===== src/rtl/lrcc_pkg.sv =====
// Shared types, widths and codes for the line raster with circle clip.
package lrcc_pkg;

  localparam int COORD_BITS = 16;
  localparam int RAD_W      = 13;
  localparam int CLR_W      = 32;
  localparam int DIM_W      = 13;
  localparam int CFG_IDX_W  = 1;
  localparam int DELTA_W    = COORD_BITS + 1;
  localparam int DYN_W      = COORD_BITS + 2;
  localparam int ERR_W      = COORD_BITS + 3;
  localparam int MAG_W      = (DELTA_W > RAD_W) ? DELTA_W : RAD_W;
  localparam int CHK_W      = (COORD_BITS > DIM_W) ? COORD_BITS : DIM_W;
  localparam int SQ_W       = 2 * RAD_W;
  localparam int SUM_W      = SQ_W + 1;

  localparam logic [DIM_W-1:0] WIDTH_RST  = DIM_W'(1024);
  localparam logic [DIM_W-1:0] HEIGHT_RST = DIM_W'(768);

  typedef logic signed [COORD_BITS-1:0] coord_t;

  typedef enum logic {
    OP_LOAD = 1'b0,
    OP_STEP = 1'b1
  } op_e;

  typedef enum logic [1:0] {
    ST_POINT     = 2'd0,
    ST_LOAD_OK   = 2'd1,
    ST_LOAD_REJ  = 2'd2,
    ST_IDLE_STEP = 2'd3
  } status_e;

  typedef enum logic [CFG_IDX_W-1:0] {
    CFG_WIDTH  = 1'b0,
    CFG_HEIGHT = 1'b1
  } cfg_idx_e;

  typedef struct packed {
    op_e              op;
    coord_t           start_x;
    coord_t           start_y;
    coord_t           end_x;
    coord_t           end_y;
    coord_t           centre_x;
    coord_t           centre_y;
    logic [RAD_W-1:0] radius;
    logic [CLR_W-1:0] colour;
  } in_t;

  typedef struct packed {
    coord_t           pixel_x;
    coord_t           pixel_y;
    logic [CLR_W-1:0] pixel_colour;
    logic             draw;
    logic             last;
    status_e          status;
  } out_t;

  // After the line step: result minus draw, plus circle distances.
  typedef struct packed {
    out_t             pix;
    logic             near;
    logic [RAD_W-1:0] ax;
    logic [RAD_W-1:0] ay;
    logic [RAD_W-1:0] r;
  } s1_t;

  // After the squares.
  typedef struct packed {
    out_t            pix;
    logic            near;
    logic [SQ_W-1:0] sq_x;
    logic [SQ_W-1:0] sq_y;
    logic [SQ_W-1:0] sq_r;
  } s2_t;

  function automatic logic in_range(coord_t v, logic [DIM_W-1:0] lim);
    logic [CHK_W-1:0] a;
    logic [CHK_W-1:0] b;
    a = CHK_W'($unsigned(v));
    b = CHK_W'(lim);
    return !v[COORD_BITS-1] && (a < b);
  endfunction

endpackage


===== src/rtl/lrcc_step.sv =====
// Line state, load check and Bresenham step.
module lrcc_step (
  input  logic                          clk_i,
  input  logic                          rst_ni,
  input  logic                          in_valid_i,
  output logic                          in_ready_o,
  input  lrcc_pkg::in_t                 in_i,
  input  logic [lrcc_pkg::DIM_W-1:0]    width_i,
  input  logic [lrcc_pkg::DIM_W-1:0]    height_i,
  output logic                          s1_valid_o,
  input  logic                          s1_ready_i,
  output lrcc_pkg::s1_t                 s1_o
);

  lrcc_pkg::coord_t cur_x_q, cur_x_d, cur_y_q, cur_y_d;
  lrcc_pkg::coord_t target_x_q, target_x_d, target_y_q, target_y_d;
  lrcc_pkg::coord_t circle_x_q, circle_x_d, circle_y_q, circle_y_d;
  logic step_neg_x_q, step_neg_x_d, step_neg_y_q, step_neg_y_d;
  logic signed [lrcc_pkg::DELTA_W-1:0] delta_x_q, delta_x_d;
  logic signed [lrcc_pkg::DYN_W-1:0]   delta_y_neg_q, delta_y_neg_d;
  logic signed [lrcc_pkg::ERR_W-1:0]   error_q, error_d;
  logic [lrcc_pkg::RAD_W-1:0] circle_r_q, circle_r_d;
  logic [lrcc_pkg::CLR_W-1:0] colour_q, colour_d;
  logic active_q, active_d;

  logic s1_valid_q;
  lrcc_pkg::s1_t s1_q, s1_d;
  logic accept;

  logic signed [lrcc_pkg::DELTA_W-1:0] ddx, ddy, adx, ady, cdx, cdy;
  logic [lrcc_pkg::MAG_W-1:0] magx, magy, rad_ext;
  logic signed [lrcc_pkg::ERR_W:0] e2;
  logic signed [lrcc_pkg::ERR_W-1:0] err_n;
  logic load_ok, last, mv_x, mv_y;
  lrcc_pkg::coord_t one;

  assign in_ready_o = !s1_valid_q || s1_ready_i;
  assign accept     = in_valid_i && in_ready_o;
  assign s1_valid_o = s1_valid_q;
  assign s1_o       = s1_q;
  assign one        = lrcc_pkg::coord_t'(1);

  always_comb begin
    ddx = lrcc_pkg::DELTA_W'(in_i.end_x) - lrcc_pkg::DELTA_W'(in_i.start_x);
    ddy = lrcc_pkg::DELTA_W'(in_i.end_y) - lrcc_pkg::DELTA_W'(in_i.start_y);
    adx = ddx[lrcc_pkg::DELTA_W-1] ? -ddx : ddx;
    ady = ddy[lrcc_pkg::DELTA_W-1] ? -ddy : ddy;
    load_ok = lrcc_pkg::in_range(in_i.start_x, width_i)
           && lrcc_pkg::in_range(in_i.start_y, height_i)
           && lrcc_pkg::in_range(in_i.end_x, width_i)
           && lrcc_pkg::in_range(in_i.end_y, height_i);

    // distance of the current point from the circle centre, per axis
    cdx = lrcc_pkg::DELTA_W'(cur_x_q) - lrcc_pkg::DELTA_W'(circle_x_q);
    cdy = lrcc_pkg::DELTA_W'(cur_y_q) - lrcc_pkg::DELTA_W'(circle_y_q);
    magx = lrcc_pkg::MAG_W'($unsigned(cdx[lrcc_pkg::DELTA_W-1] ? -cdx : cdx));
    magy = lrcc_pkg::MAG_W'($unsigned(cdy[lrcc_pkg::DELTA_W-1] ? -cdy : cdy));
    rad_ext = lrcc_pkg::MAG_W'(circle_r_q);

    // both axis decisions use the doubled error from before either move
    e2   = $signed({error_q, 1'b0});
    last = 1'b0;
    mv_x = 1'b0;
    mv_y = 1'b0;
    if (cur_x_q == target_x_q && cur_y_q == target_y_q) begin
      last = 1'b1;
    end else begin
      if (e2 >= (lrcc_pkg::ERR_W + 1)'(delta_y_neg_q)) begin
        if (cur_x_q == target_x_q) last = 1'b1;
        else mv_x = 1'b1;
      end
      if (!last && e2 <= (lrcc_pkg::ERR_W + 1)'(delta_x_q)) begin
        if (cur_y_q == target_y_q) last = 1'b1;
        else mv_y = 1'b1;
      end
    end
    err_n = error_q;
    if (mv_x) err_n = err_n + lrcc_pkg::ERR_W'(delta_y_neg_q);
    if (mv_y) err_n = err_n + lrcc_pkg::ERR_W'(delta_x_q);

    cur_x_d       = cur_x_q;
    cur_y_d       = cur_y_q;
    target_x_d    = target_x_q;
    target_y_d    = target_y_q;
    circle_x_d    = circle_x_q;
    circle_y_d    = circle_y_q;
    circle_r_d    = circle_r_q;
    step_neg_x_d  = step_neg_x_q;
    step_neg_y_d  = step_neg_y_q;
    delta_x_d     = delta_x_q;
    delta_y_neg_d = delta_y_neg_q;
    error_d       = error_q;
    colour_d      = colour_q;
    active_d      = active_q;
    s1_d          = '0;

    if (accept) begin
      if (in_i.op == lrcc_pkg::OP_LOAD) begin
        if (load_ok) begin
          cur_x_d       = in_i.start_x;
          cur_y_d       = in_i.start_y;
          target_x_d    = in_i.end_x;
          target_y_d    = in_i.end_y;
          step_neg_x_d  = !(in_i.start_x < in_i.end_x);
          step_neg_y_d  = !(in_i.start_y < in_i.end_y);
          delta_x_d     = adx;
          delta_y_neg_d = -lrcc_pkg::DYN_W'(ady);
          error_d       = lrcc_pkg::ERR_W'(adx) - lrcc_pkg::ERR_W'(ady);
          circle_x_d    = in_i.centre_x;
          circle_y_d    = in_i.centre_y;
          circle_r_d    = in_i.radius;
          colour_d      = in_i.colour;
          active_d      = 1'b1;
          s1_d.pix.status = lrcc_pkg::ST_LOAD_OK;
        end else begin
          active_d        = 1'b0;
          s1_d.pix.status = lrcc_pkg::ST_LOAD_REJ;
        end
      end else if (!active_q) begin
        s1_d.pix.status = lrcc_pkg::ST_IDLE_STEP;
      end else begin
        s1_d.pix.pixel_x      = cur_x_q;
        s1_d.pix.pixel_y      = cur_y_q;
        s1_d.pix.pixel_colour = colour_q;
        s1_d.pix.last         = last;
        s1_d.pix.status       = lrcc_pkg::ST_POINT;
        s1_d.near = (magx <= rad_ext) && (magy <= rad_ext);
        s1_d.ax   = magx[lrcc_pkg::RAD_W-1:0];
        s1_d.ay   = magy[lrcc_pkg::RAD_W-1:0];
        s1_d.r    = circle_r_q;
        error_d   = err_n;
        if (last) begin
          active_d = 1'b0;
        end else begin
          cur_x_d = mv_x ? (step_neg_x_q ? cur_x_q - one : cur_x_q + one) : cur_x_q;
          cur_y_d = mv_y ? (step_neg_y_q ? cur_y_q - one : cur_y_q + one) : cur_y_q;
        end
      end
    end
  end

  always_ff @(posedge clk_i or negedge rst_ni) begin
    if (!rst_ni) begin
      cur_x_q       <= '0;
      cur_y_q       <= '0;
      target_x_q    <= '0;
      target_y_q    <= '0;
      circle_x_q    <= '0;
      circle_y_q    <= '0;
      circle_r_q    <= '0;
      step_neg_x_q  <= 1'b0;
      step_neg_y_q  <= 1'b0;
      delta_x_q     <= '0;
      delta_y_neg_q <= '0;
      error_q       <= '0;
      colour_q      <= '0;
      active_q      <= 1'b0;
      s1_valid_q    <= 1'b0;
    end else begin
      cur_x_q       <= cur_x_d;
      cur_y_q       <= cur_y_d;
      target_x_q    <= target_x_d;
      target_y_q    <= target_y_d;
      circle_x_q    <= circle_x_d;
      circle_y_q    <= circle_y_d;
      circle_r_q    <= circle_r_d;
      step_neg_x_q  <= step_neg_x_d;
      step_neg_y_q  <= step_neg_y_d;
      delta_x_q     <= delta_x_d;
      delta_y_neg_q <= delta_y_neg_d;
      error_q       <= error_d;
      colour_q      <= colour_d;
      active_q      <= active_d;
      if (in_ready_o) s1_valid_q <= in_valid_i;
    end
  end

  always_ff @(posedge clk_i) begin
    if (accept) s1_q <= s1_d;
  end

  a_last_idles: assert property (@(posedge clk_i) disable iff (!rst_ni)
    accept && in_i.op == lrcc_pkg::OP_STEP && active_q && last |=> !active_q)
    else $error("line still active after its last point");

  a_step_keeps: assert property (@(posedge clk_i) disable iff (!rst_ni)
    accept && in_i.op == lrcc_pkg::OP_STEP && active_q && !last |=> active_q)
    else $error("line dropped before its last point");

  a_idle_step: assert property (@(posedge clk_i) disable iff (!rst_ni)
    accept && in_i.op == lrcc_pkg::OP_STEP && !active_q
    |=> s1_q.pix.status == lrcc_pkg::ST_IDLE_STEP && !active_q)
    else $error("step while idle not flagged");

  a_s1_hold: assert property (@(posedge clk_i) disable iff (!rst_ni)
    s1_valid_q && !s1_ready_i |=> s1_valid_q && $stable(s1_q))
    else $error("stage one transaction lost while stalled");

endmodule


===== src/rtl/lrcc_circle.sv =====
// Clip circle test: squares in one stage, sum and compare in the result stage.
module lrcc_circle (
  input  logic          clk_i,
  input  logic          rst_ni,
  input  logic          s1_valid_i,
  output logic          s1_ready_o,
  input  lrcc_pkg::s1_t s1_i,
  output logic          out_valid_o,
  input  logic          out_ready_i,
  output lrcc_pkg::out_t out_o
);

  logic s2_valid_q, s2_ready;
  lrcc_pkg::s2_t s2_q, s2_d;
  logic out_valid_q;
  lrcc_pkg::out_t out_q, out_d;
  logic [lrcc_pkg::SUM_W-1:0] sum;

  assign s2_ready    = !out_valid_q || out_ready_i;
  assign s1_ready_o  = !s2_valid_q || s2_ready;
  assign out_valid_o = out_valid_q;
  assign out_o       = out_q;

  always_comb begin
    s2_d      = '0;
    s2_d.pix  = s1_i.pix;
    s2_d.near = s1_i.near;
    s2_d.sq_x = lrcc_pkg::SQ_W'(s1_i.ax) * lrcc_pkg::SQ_W'(s1_i.ax);
    s2_d.sq_y = lrcc_pkg::SQ_W'(s1_i.ay) * lrcc_pkg::SQ_W'(s1_i.ay);
    s2_d.sq_r = lrcc_pkg::SQ_W'(s1_i.r) * lrcc_pkg::SQ_W'(s1_i.r);
  end

  always_comb begin
    sum        = lrcc_pkg::SUM_W'(s2_q.sq_x) + lrcc_pkg::SUM_W'(s2_q.sq_y);
    out_d      = s2_q.pix;
    out_d.draw = s2_q.near && (sum <= lrcc_pkg::SUM_W'(s2_q.sq_r));
  end

  always_ff @(posedge clk_i or negedge rst_ni) begin
    if (!rst_ni) begin
      s2_valid_q  <= 1'b0;
      out_valid_q <= 1'b0;
    end else begin
      if (s1_ready_o) s2_valid_q <= s1_valid_i;
      if (s2_ready) out_valid_q <= s2_valid_q;
    end
  end

  always_ff @(posedge clk_i) begin
    if (s1_valid_i && s1_ready_o) s2_q <= s2_d;
    if (s2_valid_q && s2_ready) out_q <= out_d;
  end

  a_draw_point: assert property (@(posedge clk_i) disable iff (!rst_ni)
    out_valid_q && out_q.draw |-> out_q.status == lrcc_pkg::ST_POINT)
    else $error("draw set on a non-point result");

  a_s2_move: assert property (@(posedge clk_i) disable iff (!rst_ni)
    s2_valid_q && s2_ready |=> out_valid_q)
    else $error("square stage transaction dropped");

  a_out_hold: assert property (@(posedge clk_i) disable iff (!rst_ni)
    out_valid_q && !out_ready_i |=> out_valid_q && $stable(out_q))
    else $error("result changed while stalled");

endmodule


===== src/rtl/line_raster_circle_clip.sv =====
// Top level: image size registers, line stepper and circle clip pipeline.
// Bresenham line rasterizer with a circular clip region. Every input
// transaction, load or step, yields exactly one result transaction, and a
// new transaction is taken every clock while the output keeps draining;
// each passes the stage-one, squares and result registers. Line position,
// error term and end test are worked out combinationally on acceptance,
// which allows one point per clock; the inside-circle flag follows in two
// more stages (squares, then sum and compare). Image size registers gate
// only load transactions; the user writes them (cfg_we_i, cfg_idx_i,
// cfg_data_i) only while the block is idle, which it does not enforce.
module line_raster_circle_clip (
  input  logic                              clk_i,
  input  logic                              rst_ni,
  input  logic                              in_valid_i,
  output logic                              in_ready_o,
  input  lrcc_pkg::in_t                     in_i,
  output logic                              out_valid_o,
  input  logic                              out_ready_i,
  output lrcc_pkg::out_t                    out_o,
  input  logic                              cfg_we_i,
  input  logic [lrcc_pkg::CFG_IDX_W-1:0]    cfg_idx_i,
  input  logic [lrcc_pkg::DIM_W-1:0]        cfg_data_i
);

  logic [lrcc_pkg::DIM_W-1:0] width_q, height_q;
  logic s1_valid, s1_ready;
  lrcc_pkg::s1_t s1;

  always_ff @(posedge clk_i or negedge rst_ni) begin
    if (!rst_ni) begin
      width_q  <= lrcc_pkg::WIDTH_RST;
      height_q <= lrcc_pkg::HEIGHT_RST;
    end else if (cfg_we_i) begin
      unique case (lrcc_pkg::cfg_idx_e'(cfg_idx_i))
        lrcc_pkg::CFG_WIDTH:  width_q  <= cfg_data_i;
        lrcc_pkg::CFG_HEIGHT: height_q <= cfg_data_i;
        default: ;
      endcase
    end
  end

  lrcc_step u_step (
    .clk_i      (clk_i),
    .rst_ni     (rst_ni),
    .in_valid_i (in_valid_i),
    .in_ready_o (in_ready_o),
    .in_i       (in_i),
    .width_i    (width_q),
    .height_i   (height_q),
    .s1_valid_o (s1_valid),
    .s1_ready_i (s1_ready),
    .s1_o       (s1)
  );

  lrcc_circle u_circle (
    .clk_i       (clk_i),
    .rst_ni      (rst_ni),
    .s1_valid_i  (s1_valid),
    .s1_ready_o  (s1_ready),
    .s1_i        (s1),
    .out_valid_o (out_valid_o),
    .out_ready_i (out_ready_i),
    .out_o       (out_o)
  );

endmodule

===== config.mk =====
export PLATFORM = sky130hd
export DESIGN_NAME = line_raster_circle_clip
export DESIGN_NICKNAME = d
export VERILOG_FILES = /design/src/rtl/lrcc_pkg.sv /design/src/rtl/lrcc_step.sv /design/src/rtl/lrcc_circle.sv /design/src/rtl/line_raster_circle_clip.sv
export SDC_FILE = /design/constraint.sdc
export NUM_CORES = 2
export LEC_CHECK = 0
export ABC_AREA = 1
export BUFFER_PORTS_ARGS = -buffer_cell sky130_fd_sc_hd__buf_2
export CAP_MARGIN = 5
export CELL_PAD_IN_SITES_DETAIL_PLACEMENT = 0
export CELL_PAD_IN_SITES_GLOBAL_PLACEMENT = 1
export CORE_MARGIN = 4
export CORE_UTILIZATION = 48
export CTS_BUF_LIST = sky130_fd_sc_hd__clkbuf_8 sky130_fd_sc_hd__clkbuf_16
export DETAILED_ROUTE_END_ITERATION = 8
export GPL_ROUTABILITY_DRIVEN = 0
export PLACE_DENSITY = 0.94
export SLEW_MARGIN = 40
export SYNTH_ARGS = -nofsm -noshare
export SYNTH_HDL_FRONTEND = slang
export SYNTH_SLANG_ARGS = --single-unit
export TNS_END_PERCENT = 50

===== constraint.sdc =====
create_clock -name clk_i -period 6 [get_ports clk_i]
set_input_delay 0.9 -clock clk_i [delete_from_list [all_inputs] [get_ports clk_i]]
set_output_delay 0.9 -clock clk_i [all_outputs]
set_load 0.02 [all_outputs]

# Word level (Yosys, flattened, before mapping)
# Index checks and enable logic that the tools add are counted.
totals:
  word_cells: 157
  output_inout_bits: 70
  input_bits: 161
  ff_bits: 548
op_classes:
  order_cmp: 11
  bitwise_logic: 2
  n_addsub: 17
  n_eq_ne: 6
  multipliers: 3
  n_reduce_logical: 35
  n_mux: 40
ops:
  columns: ["operator", "n"]
  rows:
  - ["$mux W16", 12]
  - ["$mux W19", 5]
  - ["$mul A13 B13 Y26", 3]
  - ["$mux W17", 4]
  - ["$neg A17 Y17", 4]
  - ["$sub A16 B16 Y17", 4]
  - ["$lt A16 B13 Y1", 4]
  - ["$le A17 B13 Y1", 2]
  - ["$add A16 B2 Y16 const B", 2]
  - ["$eq A16 B16 Y1", 2]
  - ["$lt A16 B16 Y1", 2]
  - ["$sub A16 B2 Y16 const B", 2]
  - ["$add A26 B26 Y27", 1]
  - ["$le A27 B26 Y1", 1]
  - ["$ge A20 B18 Y1", 1]
  - ["$le A20 B17 Y1", 1]
  - ["$add A19 B17 Y19", 1]
  - ["$add A19 B18 Y19", 1]
  - ["$neg A17 Y18", 1]
  - ["$sub A17 B17 Y18", 1]
  - ["$mux W1", 16]
  - ["$logic_and A1 B1 Y1", 14]
  - ["$logic_not A1 Y1", 10]
  - ["$reduce_and A5 Y1", 2]
  - ["other kinds (8)", 18]

# Logic depth before layout (Yosys ltp)
depth:
  ltp_word: 12
  ltp_mapped: 31
  mapped_depth_nobuf: 30

# Modules after synthesis
# Synthesis repeated with hierarchy kept, for this count alone.
hier_totals:
  hier_cells: 6043
  hier_area_um2: 49248.5
modules_own_cells:
  columns: ["mod", "cells_each", "seq_area_each_um2", "area_per_inst_um2", "n_inst"]
  rows:
  - ["lrcc_step", 3489, 8192.9, 25160.4, 1]
  - ["lrcc_circle", 2440, 6386.1, 23048.4, 1]
  - ["line_raster_circle_clip", 114, 654.4, 1039.7, 1]

# Worst setup path after synthesis
# Ideal clock, no wire load.
synth_path:
  path_type: "flip-flop to flip-flop"
  start: "register u_step.s1_q, in the netlist u_step.s1_o[16]"
  end: "register u_circle.s2_q[47] in the netlist's numbering (data pin)"
  arrival_ps: 5207
  setup_time_ps: 262
  n_path_buf: 1
  t_required_ps: 5738
  period_less_slack_ps: 5470
  slack_ps: 530
  stages_incl_launch_ff: 23
  cell_sequence: "edfxtp_1 clkbuf_1 nand2_1 inv_1 fa_1 inv_1 fa_1 inv_1 fa_1 inv_1 fa_1 fa_1 inv_1 ha_1 a21o_1 a21oi_1 o21ai_1 a21boi_0 o21ai_1 a21boi_0 o21ai_1 a21oi_1 xor2_1"
synth_rtl:
  columns: ["item", "line_no", "rtl"]
  rows:
  - ["start, declared", "lrcc_step.sv:27", "lrcc_pkg::s1_t s1_q, s1_d;"]
  - ["start signal, assigned", "lrcc_step.sv:179", "if (accept) s1_q <= s1_d;"]
  - ["end signal, assigned", "lrcc_circle.sv:50", "if (s1_valid_i && s1_ready_o) s2_q <= s2_d;"]
  - ["end, declared", "lrcc_circle.sv:14", "lrcc_pkg::s2_t s2_q, s2_d;"]

==> results.toml <==
[status]
run_status = "complete, no violations"

[routing]
drt_pre_antenna_iters = 6
num_vias = 38200
route.antenna.remaining_nets = 0
vias_per_cell = 5.22
number_of_design_rule_violations_left_by_the_first_detailed_router_iteration = 2961
detail_route.drc_violations = 0
detail_route.wl_per_cell_um = 17.0
wl_um = 124000

[clock_tree]
clk-insertion-delay-late_ns = 0.62
clock-root-buffer = "clkbuf_16"
clock_pin_slew_reported_for_the_worst_setup_and_hold_paths_after_clock_tree_synthesis_ns = 0.06
cts_max_path_buffers = 3
clock-sinks = 545
postCtsHoldBufs = 0
cts_inserted_buffers = 66
tritoncts_clock_tree = "done"
cts.htree.levels = 3

[global_routing]
grt_start_max_net_pins = 176
grt.total_usage_pct = 24.0
global_route.overflow_total = 0
global_route_wire_length_before_repair_um = 199000
first_global_vias = 38200
grt_antenna_before_repair = 10

[floorplanning]
io_pins = 231
chipWidth_um = 323
core-area_um2 = 98400
floorplan.die_area_um2 = 104000
floorplan.initialDensity_pct = 48.4
die_extent_in_y_um = 323
num_rows = 115

[synth]
yosys.area_share.adder_pct = 26.2
ys_seq_area_share_pct = 32.0
synth-async-reset-ratio_pct = 41.7
yosys.area_share.simple_pct = 17.6
mappedNetlistNets = 6689
mappedNetlistArea_um2 = 47600
synthXorXnorAreaFrac_pct = 4.53
synth.avg_cell_area_um2 = 8.33
yosys_most_used_dff = "edfxtp_1"
synth_mux_area_share_pct = 0.0237
main_combinational_cell_family_by_area_after_synthesis = "adder cells"
yosys_warnings = 0
synth_enable_flop_cells = 318
postSynthRegisterBits = 545
synth_compound_gate_area_share_pct = 9.17
syn_inst = 5711
yosysUniqueCellTypes = 64

[placed_design]
port-buffer-count = 230
place.detailed.hpwl_um = 98800
setup_slack_at_placement_ns = 0.161
postPlaceCellArea_um2 = 50400

[critical_path]
cp.buffers_inverters = 4
timing.rr.start = "u_step.s1_o[1]"
crit_path_start_kind = "register"
r2r_depth = 20
critPathTopFamily = "adder cells"
path_cells = "buf_4 > nand2_1 > inv_1 > fa_1 > fa_1 > fa_1 > fa_1 > inv_1 > fa_1 > inv_1 > ha_1 > a21oi_2 > o21ai_0 > nand2_1 > o211ai_1 > a31oi_1 > o21ai_1 > a21boi_1 > o21ai_0 > xor2_1"
crit_path_max_fanout = 11
crit_path_start = "u_step.s1_o[1]"
max_stage_delay_ns = 0.57
crit-reg2reg-capture = "u_circle.s2_q[22]"
critical_path.endpoint_type = "register"
timing_worst_setup_path_type = "register to register"
critical_path.slowest_cell = "fa_1"
crit_required_ns = 6.34
arrival_worst_endpoint_ns = 6.00
critPathMostFrequentCell = "fa_1"
reg2reg_setup_slack_ns = 0.34

[cells_and_area]
multi_input_logic_area_um2 = 27500
area.sequential_um2 = 15200
mostFrequentLayoutCells = "1,270 x nand2_1, 1,190 x inv_1, 515 x ha_1"
post_route_cells_drive_above_1_share_pct = 8.40
layout_commonest_cell = "nand2_1"
final_cell_area_um2 = 52900
fillCellCount = 9053
syn2layout_area_growth_pct = 11.2
num-nets-final = 6939

[run]
cap_violations = 0

[sta]
grt_setup_unrepaired = "false"
hold-worst-slack_ns = 0.259
slew_headroom_pct = 47.3
finalSetupViolations = 0
fmaxAchievable_mhz = 177
final-hold-violation-count = 0
final.setup.tns_ns = 0
finalCriticalPeriod_ns = 5.66
maxSlewViolCount = 0
timing.final.ws_setup_ns = 0.337
skew_ns = 0.0270
period_share_pct = 94.4
max_slew.worst_pin.slew_ns = 0.789

[hold_path]
hp-class = "input port to async pin"

[power_and_ir_drop]
power_per_cell_area_nw_per_um2 = 327
power.leakage_nw = 28.3
vdd.ir_drop.worst_mv = 0.298
[cell usage after synthesis, drive strengths merged, types with 2 or more instances]
cell / number / share of area, %
ha: 515 / 14
o31ai: 13 / 0.21
edfxtp: 318 / 20
inv: 1183 / 9.3
nand3: 206 / 2.3
a211oi: 6 / 0.095
a31oi: 25 / 0.33
nand4: 60 / 0.80
clkbuf: 84 / 0.67
xnor2: 83 / 1.6
nor2: 327 / 2.7
a21oi: 309 / 3.3
fa: 302 / 13
buf: 34 / 0.42
o2111ai: 3 / 0.055
o21ai: 362 / 3.8
and2: 7 / 0.097
o22ai: 2 / 0.026
nand3b: 12 / 0.19
a21boi: 16 / 0.25
o21bai: 13 / 0.21
dfrtp: 224 / 12
and3: 3 / 0.039
or2: 23 / 0.30
nor3: 40 / 0.42
nand2: 1301 / 11
a21o: 22 / 0.35
o21a: 12 / 0.19
nor4: 17 / 0.24
xor2: 161 / 3.0
o211ai: 15 / 0.24
dfstp: 3 / 0.17
[metrics by stage]
stage	total power, mW	util (%)	cells
3_3_place_gp	12.7	51.1	7159
6_report	17.3	53.8	7311
2_1_floorplan	10.8	-	5711
5_1_grt	18.7	53.8	7309
3_5_place_dp	13.0	51.2	7161
4_1_cts	17.4	53.5	7283
[metal layers]
| layer | track usage (%) | vias up | wire length, µm |
|---|---|---|---|
| li1 | - | 18700 | - |
| met1 | 31.6 | 18100 | 53000 |
| met2 | 40.6 | 1110 | 58600 |
| met3 | 3.25 | 255 | 7270 |
| met4 | 9.22 | 0 | 5060 |
| met5 | 0 | - | 0 |
[kinds of logic (layout without fill, tap and decap cells)]
group,Yosys count,after routing
compound gates,803,803
xor+xnor,244,244
fa+ha+maj,817,817
buf+inv,1302,1606
flops,545,545
mux,1,1
other cells,0,9
simple gates,1999,1999
[worst max-delay path by stage]
stage                   endpoint  slack [ns]  depth (start not counted)
2_1_floorplan  u_circle.s2_q[47]        0.53                         22
3_3_place_gp   u_circle.s2_q[74]        0.28                         23
3_5_place_dp   u_circle.s2_q[74]        0.16                         23
4_1_cts        u_circle.s2_q[74]        0.14                         23
5_1_grt        u_circle.s2_q[22]        0.02                         22
6_report       u_circle.s2_q[22]        0.34                         20
[flip-flops by register name, indices dropped and copies added, names as in the netlist, 13 cells and up]
signal                count
u_step.colour_q          32
u_circle.out_o           68
u_step.target_x_q        16
u_step.cur_x_q           16
u_step.error_q           19
u_circle.out_d           67
u_step.delta_y_neg_q     18
u_step.circle_y_q        16
u_step.circle_x_q        16
u_step.cur_y_q           16
u_step.target_y_q        16
u_circle.s2_q            76
height_q                 13
u_step.delta_x_q         17
width_q                  13
u_step.s1_o             107
u_step.circle_r_q        13
[what timing repair did]
item | 4_1_cts | 5_1_grt
resized for setup | 0 | 12
setup endpoints to repair | 0 | 11
buffers inserted | 0 | 17
[power by group]
group | internal [mW] | switching [mW] | total, mW | leakage (nW)
clock network | 2.62 | 1.65 | 4.27 | 1.20
logic | 2.96 | 5.05 | 8.01 | 21.4
registers | 4.80 | 0.225 | 5.02 | 5.64
total | 10.4 | 6.92 | 17.3 | 28.3
[cell type report]
type | instances | share of cell area, %
multi-input cells | 3864 | 51.9
diodes | 9 | 0.0426
clock inverters | 47 | 0.998
well taps | 1287 | 3.04
repair buffers | 300 | 3.39
clock buffers | 75 | 3.44
flip-flops and latches | 545 | 28.8
inverters | 1184 | 8.41
Power figures use the tool's default switching activity.
